--- src/hdl/jdp_pkg.sv ---
// Package for the JTAG-DP transfer engine.
// Holds the stream field layout, scan constants, phase and result codes and shared structs.
// Used by every module of the block; depends on nothing.
package jdp_pkg;

  // stream widths, fields packed from bit 0 and padded to whole bytes
  localparam int unsigned InTdataW  = 80;
  localparam int unsigned OutTdataW = 80;

  // JTAG-DP scan constants
  localparam logic [3:0]  IrDpacc     = 4'b1010;
  localparam logic [3:0]  IrApacc     = 4'b1011;
  localparam logic [2:0]  AckOk       = 3'b010;
  localparam logic [5:0]  IrLen       = 6'd4;
  localparam logic [5:0]  DrLen       = 6'd35;
  localparam logic [3:0]  RdbuffAddr  = 4'hc;
  localparam logic [3:0]  SelectAddr  = 4'h8;
  localparam logic [15:0] RetryLimitReset = 16'd500;

  typedef enum logic [0:0] {
    CFG_RETRY_LIMIT = 1'b0,
    CFG_AP_SELECT   = 1'b1
  } cfg_index_e;

  typedef enum logic [0:0] {
    KIND_REQUEST = 1'b0,
    KIND_CAPTURE = 1'b1
  } in_kind_e;

  typedef enum logic [1:0] {
    RK_IR_SCAN = 2'd0,
    RK_DR_SCAN = 2'd1,
    RK_DONE    = 2'd2
  } result_kind_e;

  typedef enum logic [2:0] {
    PH_IDLE    = 3'd0,
    PH_SEL_IR  = 3'd1,
    PH_SEL_WR  = 3'd2,
    PH_SEL_RB  = 3'd3,
    PH_ACC_IR  = 3'd4,
    PH_ACC_DR  = 3'd5,
    PH_POLL_IR = 3'd6,
    PH_POLL    = 3'd7
  } phase_e;

  typedef struct packed {
    in_kind_e    kind;
    logic        port_is_ap;
    logic        is_read;
    logic [7:0]  reg_address;
    logic [31:0] write_data;
    logic [34:0] scan_capture;
  } item_t;

  typedef struct packed {
    result_kind_e result_kind;
    logic [34:0]  scan_bits;
    logic [5:0]   scan_length;
    logic [31:0]  read_data;
    logic         transfer_ok;
  } result_t;

  // SELECT value for a request: AP number in 27:24, bank in 7:4 (AP) or 3:0 (DP)
  function automatic logic [31:0] wanted_select(input logic ap, input logic [7:0] bank_reg,
                                                input logic [3:0] ap_sel);
    logic [31:0] sel;
    sel = {4'h0, ap_sel, 24'h0};
    if (ap) begin
      sel[7:4] = bank_reg[7:4];
    end else begin
      sel[3:0] = bank_reg[7:4];
    end
    return sel;
  endfunction

  // DR scan word: bit 0 RnW, bits 2:1 A[3:2], bits 34:3 data
  function automatic logic [34:0] dr_word(input logic [31:0] data, input logic [3:0] addr,
                                          input logic rnw);
    return {data, addr[3:2], rnw};
  endfunction

endpackage

--- src/hdl/jtag_dp_transfer_engine.sv ---
// Top level of the JTAG-DP transfer engine.
// Holds the configuration registers and joins input register, sequencer and result register.
// Depends on jdp_pkg, jdp_in_stage, jdp_seq and jdp_out_stage.

// Turns DP/AP register requests into IR (4-bit) and DR (35-bit) scan commands for an
// external TAP shifter; each scan's captured bits come back on the input stream as a
// capture item and advance the sequence, and a finished item reports read data and status.
// Every input item is registered on accept, stepped through the sequencer logic once the
// result register has room, and its result, if any, lands in the output register, so one
// item per cycle is taken as long as the result register can drain.
// Requests that arrive while a transfer is in flight, and captures while idle, give no result.
// Configuration writes are taken at any time and must only be issued while idle.
module jtag_dp_transfer_engine (
  input  logic                          clk_i,
  input  logic                          rst_ni,
  input  logic                          s_axis_tvalid,
  output logic                          s_axis_tready,
  // port_is_ap[0], is_read[1], reg_address[9:2], write_data[41:10], scan_capture[76:42]
  input  logic [jdp_pkg::InTdataW-1:0]  s_axis_tdata,
  // kind[0]
  input  logic                          s_axis_tuser,
  output logic                          m_axis_tvalid,
  input  logic                          m_axis_tready,
  // scan_bits[34:0], scan_length[40:35], read_data[72:41], transfer_ok[73]
  output logic [jdp_pkg::OutTdataW-1:0] m_axis_tdata,
  // result_kind[1:0]
  output logic [1:0]                    m_axis_tuser,
  input  logic                          cfg_valid_i,
  output logic                          cfg_ready_o,
  input  logic [0:0]                    cfg_index_i,
  input  logic [15:0]                   cfg_data_i
);
  import jdp_pkg::*;

  logic [15:0] retry_limit_q;
  logic [3:0]  ap_select_q;
  logic        in_valid, out_free, step, emit;
  item_t       item;
  result_t     result;

  assign cfg_ready_o = 1'b1;

  always_ff @(posedge clk_i or negedge rst_ni) begin
    if (!rst_ni) begin
      retry_limit_q <= RetryLimitReset;
      ap_select_q   <= 4'h0;
    end else if (cfg_valid_i && cfg_ready_o) begin
      unique case (cfg_index_e'(cfg_index_i))
        CFG_RETRY_LIMIT: retry_limit_q <= cfg_data_i;
        CFG_AP_SELECT:   ap_select_q   <= cfg_data_i[3:0];
        default: ;
      endcase
    end
  end

  // an item steps only when the result register has room
  assign step = in_valid && out_free;

  jdp_in_stage u_in (
    .clk_i         (clk_i),
    .rst_ni        (rst_ni),
    .s_axis_tvalid (s_axis_tvalid),
    .s_axis_tready (s_axis_tready),
    .s_axis_tdata  (s_axis_tdata),
    .s_axis_tuser  (s_axis_tuser),
    .step_i        (step),
    .valid_o       (in_valid),
    .item_o        (item)
  );

  jdp_seq u_seq (
    .clk_i         (clk_i),
    .rst_ni        (rst_ni),
    .step_i        (step),
    .item_i        (item),
    .retry_limit_i (retry_limit_q),
    .ap_select_i   (ap_select_q),
    .emit_o        (emit),
    .result_o      (result)
  );

  jdp_out_stage u_out (
    .clk_i         (clk_i),
    .rst_ni        (rst_ni),
    .load_i        (step && emit),
    .result_i      (result),
    .free_o        (out_free),
    .m_axis_tvalid (m_axis_tvalid),
    .m_axis_tready (m_axis_tready),
    .m_axis_tdata  (m_axis_tdata),
    .m_axis_tuser  (m_axis_tuser)
  );

endmodule

--- src/hdl/jdp_in_stage.sv ---
// Input register of the JTAG-DP transfer engine.
// Unpacks the slave stream into an item and holds it until the sequencer steps.
// Depends on jdp_pkg.
module jdp_in_stage (
  input  logic                          clk_i,
  input  logic                          rst_ni,
  input  logic                          s_axis_tvalid,
  output logic                          s_axis_tready,
  input  logic [jdp_pkg::InTdataW-1:0]  s_axis_tdata,
  input  logic                          s_axis_tuser,
  input  logic                          step_i,
  output logic                          valid_o,
  output jdp_pkg::item_t                item_o
);
  import jdp_pkg::*;

  logic  valid_q, valid_d;
  item_t item_q, item_d;
  logic  take;

  assign s_axis_tready = !valid_q || step_i;
  assign take          = s_axis_tvalid && s_axis_tready;

  always_comb begin
    item_d              = item_q;
    item_d.kind         = in_kind_e'(s_axis_tuser);
    item_d.port_is_ap   = s_axis_tdata[0];
    item_d.is_read      = s_axis_tdata[1];
    item_d.reg_address  = s_axis_tdata[9:2];
    item_d.write_data   = s_axis_tdata[41:10];
    item_d.scan_capture = s_axis_tdata[76:42];
  end

  always_comb begin
    if (take) begin
      valid_d = 1'b1;
    end else if (step_i) begin
      valid_d = 1'b0;
    end else begin
      valid_d = valid_q;
    end
  end

  always_ff @(posedge clk_i or negedge rst_ni) begin
    if (!rst_ni) begin
      valid_q <= 1'b0;
    end else begin
      valid_q <= valid_d;
    end
  end

  always_ff @(posedge clk_i) begin
    if (take) begin
      item_q <= item_d;
    end
  end

  assign valid_o = valid_q;
  assign item_o  = item_q;

endmodule

--- src/hdl/jdp_seq.sv ---
// Transfer sequencer of the JTAG-DP transfer engine.
// Holds the phase, the IR and SELECT caches, the pending request and the poll counter,
// and works out one step per item. Depends on jdp_pkg.
module jdp_seq (
  input  logic             clk_i,
  input  logic             rst_ni,
  input  logic             step_i,
  input  jdp_pkg::item_t   item_i,
  input  logic [15:0]      retry_limit_i,
  input  logic [3:0]       ap_select_i,
  output logic             emit_o,
  output jdp_pkg::result_t result_o
);
  import jdp_pkg::*;

  phase_e      phase_q, phase_d;
  logic [3:0]  cached_ir_q, cached_ir_d;
  logic        ir_known_q, ir_known_d;
  logic [31:0] cached_sel_q, cached_sel_d;
  logic        sel_known_q, sel_known_d;
  logic [15:0] retry_q, retry_d;

  logic        pend_ap_q, pend_read_q;
  logic [7:0]  pend_reg_q;
  logic [31:0] pend_data_q;

  logic        is_req, take_req;
  logic        eff_ap, eff_read;
  logic [7:0]  eff_reg;
  logic [31:0] eff_data;
  logic [31:0] want_sel;
  logic [3:0]  acc_ir;
  logic [15:0] retry_inc, limit;
  logic [2:0]  ack;

  logic        do_access, do_poll, do_selwr, do_rdbuff, do_ir, do_finish;
  logic [3:0]  ir_val;
  logic [31:0] fin_data;
  logic        fin_ok;

  assign is_req   = (item_i.kind == KIND_REQUEST);
  assign take_req = is_req && (phase_q == PH_IDLE);
  assign eff_ap   = take_req ? item_i.port_is_ap  : pend_ap_q;
  assign eff_read = take_req ? item_i.is_read     : pend_read_q;
  assign eff_reg  = take_req ? item_i.reg_address : pend_reg_q;
  assign eff_data = take_req ? item_i.write_data  : pend_data_q;
  assign want_sel = wanted_select(eff_ap, eff_reg, ap_select_i);
  assign acc_ir   = eff_ap ? IrApacc : IrDpacc;
  assign ack      = item_i.scan_capture[2:0];
  assign retry_inc = retry_q + 16'd1;
  assign limit    = (retry_limit_i == 16'd0) ? 16'd1 : retry_limit_i;

  // decode the step into one action
  always_comb begin
    phase_d      = phase_q;
    cached_sel_d = cached_sel_q;
    sel_known_d  = sel_known_q;
    retry_d      = retry_q;
    do_access    = 1'b0;
    do_poll      = 1'b0;
    do_selwr     = 1'b0;
    do_rdbuff    = 1'b0;
    do_ir        = 1'b0;
    do_finish    = 1'b0;
    ir_val       = IrDpacc;
    fin_data     = 32'h0;
    fin_ok       = 1'b0;
    if (is_req) begin
      if (take_req) begin
        if (sel_known_q && cached_sel_q == want_sel) begin
          do_access = 1'b1;
        end else if (!ir_known_q || cached_ir_q != IrDpacc) begin
          do_ir   = 1'b1;
          phase_d = PH_SEL_IR;
        end else begin
          do_selwr = 1'b1;
        end
      end
    end else begin
      unique case (phase_q)
        PH_IDLE: ;
        PH_SEL_IR: do_selwr = 1'b1;
        PH_SEL_WR: begin
          phase_d   = PH_SEL_RB;
          do_rdbuff = 1'b1;
        end
        PH_SEL_RB: begin
          if (ack != AckOk) begin
            do_finish = 1'b1;
          end else begin
            cached_sel_d = want_sel;
            sel_known_d  = 1'b1;
            do_access    = 1'b1;
          end
        end
        PH_ACC_IR:  do_access = 1'b1;
        PH_ACC_DR:  do_poll   = 1'b1;
        PH_POLL_IR: do_poll   = 1'b1;
        PH_POLL: begin
          if (ack == AckOk) begin
            do_finish = 1'b1;
            fin_ok    = 1'b1;
            fin_data  = eff_read ? item_i.scan_capture[34:3] : 32'h0;
          end else begin
            retry_d = retry_inc;
            if (retry_inc >= limit) begin
              do_finish = 1'b1;
            end else begin
              do_rdbuff = 1'b1;
            end
          end
        end
        default: phase_d = PH_IDLE;
      endcase
    end

    // access start: IR first when the cached IR differs
    if (do_access) begin
      if (!ir_known_q || cached_ir_q != acc_ir) begin
        do_ir   = 1'b1;
        ir_val  = acc_ir;
        phase_d = PH_ACC_IR;
      end else begin
        phase_d = PH_ACC_DR;
      end
    end
    // poll start: DPACC IR first when needed
    if (do_poll) begin
      if (!ir_known_q || cached_ir_q != IrDpacc) begin
        do_ir   = 1'b1;
        phase_d = PH_POLL_IR;
      end else begin
        retry_d   = 16'd0;
        phase_d   = PH_POLL;
        do_rdbuff = 1'b1;
      end
    end
    if (do_selwr) begin
      phase_d = PH_SEL_WR;
    end
    if (do_finish) begin
      phase_d = PH_IDLE;
    end
  end

  // build the result
  always_comb begin
    cached_ir_d = cached_ir_q;
    ir_known_d  = ir_known_q;
    emit_o      = 1'b1;
    result_o    = '{result_kind: RK_DR_SCAN, scan_bits: 35'h0, scan_length: DrLen,
                    read_data: 32'h0, transfer_ok: 1'b0};
    priority if (do_ir) begin
      cached_ir_d          = ir_val;
      ir_known_d           = 1'b1;
      result_o.result_kind = RK_IR_SCAN;
      result_o.scan_bits   = {31'h0, ir_val};
      result_o.scan_length = IrLen;
    end else if (do_finish) begin
      result_o.result_kind = RK_DONE;
      result_o.scan_length = 6'd0;
      result_o.read_data   = fin_data;
      result_o.transfer_ok = fin_ok;
    end else if (do_rdbuff) begin
      result_o.scan_bits = dr_word(32'h0, RdbuffAddr, 1'b1);
    end else if (do_selwr) begin
      result_o.scan_bits = dr_word(want_sel, SelectAddr, 1'b0);
    end else if (do_access) begin
      result_o.scan_bits = dr_word(eff_read ? 32'h0 : eff_data, eff_reg[3:0], eff_read);
    end else begin
      emit_o = 1'b0;
    end
  end

  always_ff @(posedge clk_i or negedge rst_ni) begin
    if (!rst_ni) begin
      phase_q      <= PH_IDLE;
      cached_ir_q  <= 4'h0;
      ir_known_q   <= 1'b0;
      cached_sel_q <= 32'h0;
      sel_known_q  <= 1'b0;
      retry_q      <= 16'd0;
    end else if (step_i) begin
      phase_q      <= phase_d;
      cached_ir_q  <= cached_ir_d;
      ir_known_q   <= ir_known_d;
      cached_sel_q <= cached_sel_d;
      sel_known_q  <= sel_known_d;
      retry_q      <= retry_d;
    end
  end

  always_ff @(posedge clk_i) begin
    if (step_i && take_req) begin
      pend_ap_q   <= item_i.port_is_ap;
      pend_read_q <= item_i.is_read;
      pend_reg_q  <= item_i.reg_address;
      pend_data_q <= item_i.write_data;
    end
  end

endmodule

--- src/hdl/jdp_out_stage.sv ---
// Result register of the JTAG-DP transfer engine.
// Packs one result onto the master stream and holds it until the transfer completes.
// Depends on jdp_pkg.
module jdp_out_stage (
  input  logic                          clk_i,
  input  logic                          rst_ni,
  input  logic                          load_i,
  input  jdp_pkg::result_t              result_i,
  output logic                          free_o,
  output logic                          m_axis_tvalid,
  input  logic                          m_axis_tready,
  output logic [jdp_pkg::OutTdataW-1:0] m_axis_tdata,
  output logic [1:0]                    m_axis_tuser
);
  import jdp_pkg::*;

  logic    valid_q, valid_d;
  result_t res_q;

  assign free_o = !valid_q || m_axis_tready;

  always_comb begin
    if (load_i) begin
      valid_d = 1'b1;
    end else if (m_axis_tready) begin
      valid_d = 1'b0;
    end else begin
      valid_d = valid_q;
    end
  end

  always_ff @(posedge clk_i or negedge rst_ni) begin
    if (!rst_ni) begin
      valid_q <= 1'b0;
    end else begin
      valid_q <= valid_d;
    end
  end

  always_ff @(posedge clk_i) begin
    if (load_i) begin
      res_q <= result_i;
    end
  end

  assign m_axis_tvalid = valid_q;
  assign m_axis_tuser  = res_q.result_kind;
  assign m_axis_tdata  = {6'h0, res_q.transfer_ok, res_q.read_data, res_q.scan_length,
                          res_q.scan_bits};

endmodule

--- config.mk ---
export PLATFORM = sky130hd
export DESIGN_NAME = jtag_dp_transfer_engine
export DESIGN_NICKNAME = d
export VERILOG_FILES = /design/src/hdl/jdp_pkg.sv /design/src/hdl/jtag_dp_transfer_engine.sv /design/src/hdl/jdp_in_stage.sv /design/src/hdl/jdp_seq.sv /design/src/hdl/jdp_out_stage.sv
export SDC_FILE = /design/constraint.sdc
export NUM_CORES = 1
export LEC_CHECK = 0
export BUFFER_PORTS_ARGS = -buffer_cell sky130_fd_sc_hd__buf_4
export CAP_MARGIN = 20
export CORE_UTILIZATION = 37
export DETAILED_ROUTE_END_ITERATION = 6
export GPL_TIMING_DRIVEN = 0
export PLACE_DENSITY = 0.61
export SLEW_MARGIN = 5
export SYNTH_ARGS = -nofsm -noshare
export SYNTH_HDL_FRONTEND = slang
export SYNTH_SLANG_ARGS = --single-unit
--- constraint.sdc ---
create_clock -name clk_i -period 16.7 [get_ports clk_i]
set_input_delay 2.505 -clock clk_i [delete_from_list [all_inputs] [get_ports clk_i]]
set_output_delay 2.505 -clock clk_i [all_outputs]
set_load 0.02 [all_outputs]
==> out/qor.txt <==
outcome -> completed
actual slew at the worst max-slew pin -> 983.1 ps
P&R area growth vs syn -> 27.03%
post_cts resized -> 0
# IOs -> 188
switching part of the total -> 29.78%
routed len/inst -> 16.24 um
cells after synthesis -> 788
RR Endpoint -> u_out.m_axis_tdata[28]
GRT Residual Overflow -> 0
global-route usage over all layers -> 15.66%
Util after Layout -> 48.46%
Final Wtd Congestion -> 0.9020
r2r setup slk -> 11,680 ps
synthesized flop and latch total -> 243
DR vias -> 6,740
CTS Buf Count -> 27
Sw Pwr -> 0.5690 mW
die area -> 28,770 um2
DR DRC count -> 0
antenna cells -> 0
Nets -> 1,122
drt via density -> 4.835
Die W -> 169.6 um
setup bufs post-CTS -> 0
CP endpoint kind -> primary output
maximum VDD drop -> 0.00009538 V
Initial Util -> 38.15%
CP Launch Point -> m_axis_tready
Synth Cell Area -> 10,390 um2
predominant post-synthesis flop cell -> edfxtp_1
critical path cell sequence -> buf_4 > nor2b_1 > nand2_1 > buf_4
Worst Path Buf+Inv -> 2
fillers -> 2,439
worst clock skew -> 14.80 ps
Slowest-stage cell, CP -> nor2b_1
Hold Buf Count CTS -> 0
vias in the first global route -> 6,763
Synth area leader -> edfxtp_1
WHS -> 447.6 ps
crit-path max cell delay -> 220 ps
signal arrival time at the worst endpoint -> 3150 ps
instance count on the critical path -> 4
initial antenna violation count -> 0
post-layout min period -> 5650 ps
Avg Cell Area, Syn -> 13.19 um2
Multi-input gate area -> 3087 um2
largest cells by area after synthesis -> edfxtp_1 (54%), dfrtp_1 (12%), nand2_1 (3.6%)
H-tree levels -> 1
Clock Latency Late Sink -> 530 ps
Die Ht -> 169.6 um
Flop pwr share -> 43.7%
Reg clk slew, reported paths -> 60 ps
clock sinks -> 243
CP startpoint kind -> input port
most frequent CP cell -> buf_4
FMAX -> 177.0 MHz
Final Cycle Share -> 33.83%
Int Power -> 1.342 mW
Logic pwr share -> 24.9%
Power per Cell Area -> 144.7 nW/um2
number of flops mapped to enable cells by yosys -> 187
Yosys top cell area share -> 54.02%
Worst EP required -> 14,200 ps
kind of cell adding the most delay to the critical path -> simple AND/OR/NAND/NOR gates
row count -> 60
CTS tree -> done
Final setup viols -> 0
count of cell types in the netlist -> 65
Max-Cap Viols -> 0
Post-Route WL -> 22.64 mm
final hold violation count -> 0
hold crit path type -> register to register
R2R depth -> 18
Detail Route Antenna Nets -> 0
Synth warnings -> 0
root buffer cell -> clkbuf_16
TritonRoute pass-1 iters -> 5
Post-DP HPWL -> 15.56 mm
Post-synth top cells -> edfxtp_1 (187), nand2_1 (100), dfrtp_1 (50)
Critical path destination -> s_axis_tready
initial DRC count -> 336
asr flop ratio synth -> 23.05%
total power -> 1.911 mW
Max Root-Sink Buffers -> 3
Final Max Slew Viols -> 0
share of layout cells above drive strength 1 -> 27.01%
Worst Setup Path Type -> input port to primary output
Slew HR -> 33.77%
register area -> 7024 um2
largest net degree at the start of global routing -> 63
critical path fanouts, max -> 4
Core Area -> 27,250 um2
first-pass GRT wire length -> 35.50 mm
Clk network pwr share -> 31.4%
cell with the most instances after synthesis -> edfxtp_1
Reg-to-Reg Start -> u_seq.retry_q[0]
unrepaired setup endpoints after global routing -> false
LEAKAGE -> 5.428 nW
Setup TNS -> 0 ps
Seq/Total Area, Yosys -> 67.57%
I/O Buffers -> 173
==> sequential cells by signal, summed over array words and instances (netlist names), 2 cells and up <==
name and cells:
u_out.m_axis_tuser 2, ap_select_q 4, u_out.m_axis_tdata 69, u_seq.cached_sel_q 12, retry_limit_q 16, u_seq.pend_data_q 32, u_seq.phase_q 3, u_seq.cached_ir_q 2
u_seq.retry_q 16, u_seq.pend_reg_q 6, u_in.item_o 76
==> power by group through the flow <==
stage | clock network (mW) | logic (mW) | registers [mW]
floorplan | 0 | 0.215 | 0.916
global placement | 0 | 0.453 | 0.863
detailed placement | 0 | 0.479 | 0.846
CTS | 0.614 | 0.481 | 0.836
global route | 0.636 | 0.516 | 0.848
finish | 0.600 | 0.475 | 0.836
==> stage by stage <==
stage | std cells | setup slack (ps) | cell area [um2]
after floorplan | 795 | 9712 | 10420
after global placement | 1340 | 7298 | 12190
after detailed placement | 1345 | 11060 | 12310
after CTS | 1394 | 11050 | 13210
after global routing | 1394 | 10930 | 13210
final | 1394 | 11050 | 13210
==> worst min-delay path by stage <==
stage,to,start,cells after the start
final,u_seq.pend_data_q[29],u_in.item_o[64],0
after global routing,u_seq.pend_data_q[29],u_in.item_o[64],0
after CTS,u_seq.pend_data_q[16],u_in.item_o[51],0
after detailed placement,u_seq.pend_data_q[11],u_in.item_o[46],0
after global placement,u_seq.pend_data_q[18],u_in.item_o[53],0
after floorplan,u_seq.pend_data_q[0],u_in.item_o[35],0
==> cell families (layout without fill, tap and decap cells) <==
family          count (synthesis)  in the layout  synth area share (%)
fa+ha+maj                      17             17                 2.046
mux                            39             39                 4.153
simple gates                  267            267                 12.70
compound gates                124            124                 7.776
buf+inv                        67            294                 3.238
xor+xnor                       29             29                 2.443
flops                         243            243                 67.57
other cells                     2              9               0.07225
==> placed cells by master, fill, tap and decap left out, drive strengths merged, types with 20 or more instances in the layout <==
master	n
buf	198
nor2	44
clkbuf	55
xor2	20
edfxtp	187
and2	36
dfrtp	50
a21oi	38
mux2i	22
nand2	100
o21ai	35
inv	24
==> layer usage <==
layer,up-vias,track usage (%),wire (um)
met3,37,4.804,1777
met2,195,25.52,10780
li1,3260,-,-
met5,-,0,0
met1,3248,20.05,9570
met4,0,4.544,512
==> layout make-up <==
class	count	area share [%]
buffer	43	1.867
clock buffer	32	5.410
clock inverter	17	1.355
inverter	24	0.6822
multi-input combinational	485	23.37
sequential	243	53.19
tap	372	3.525
timing repair buffer	178	10.59
Note: power is estimated with default switching activity, not from simulation.
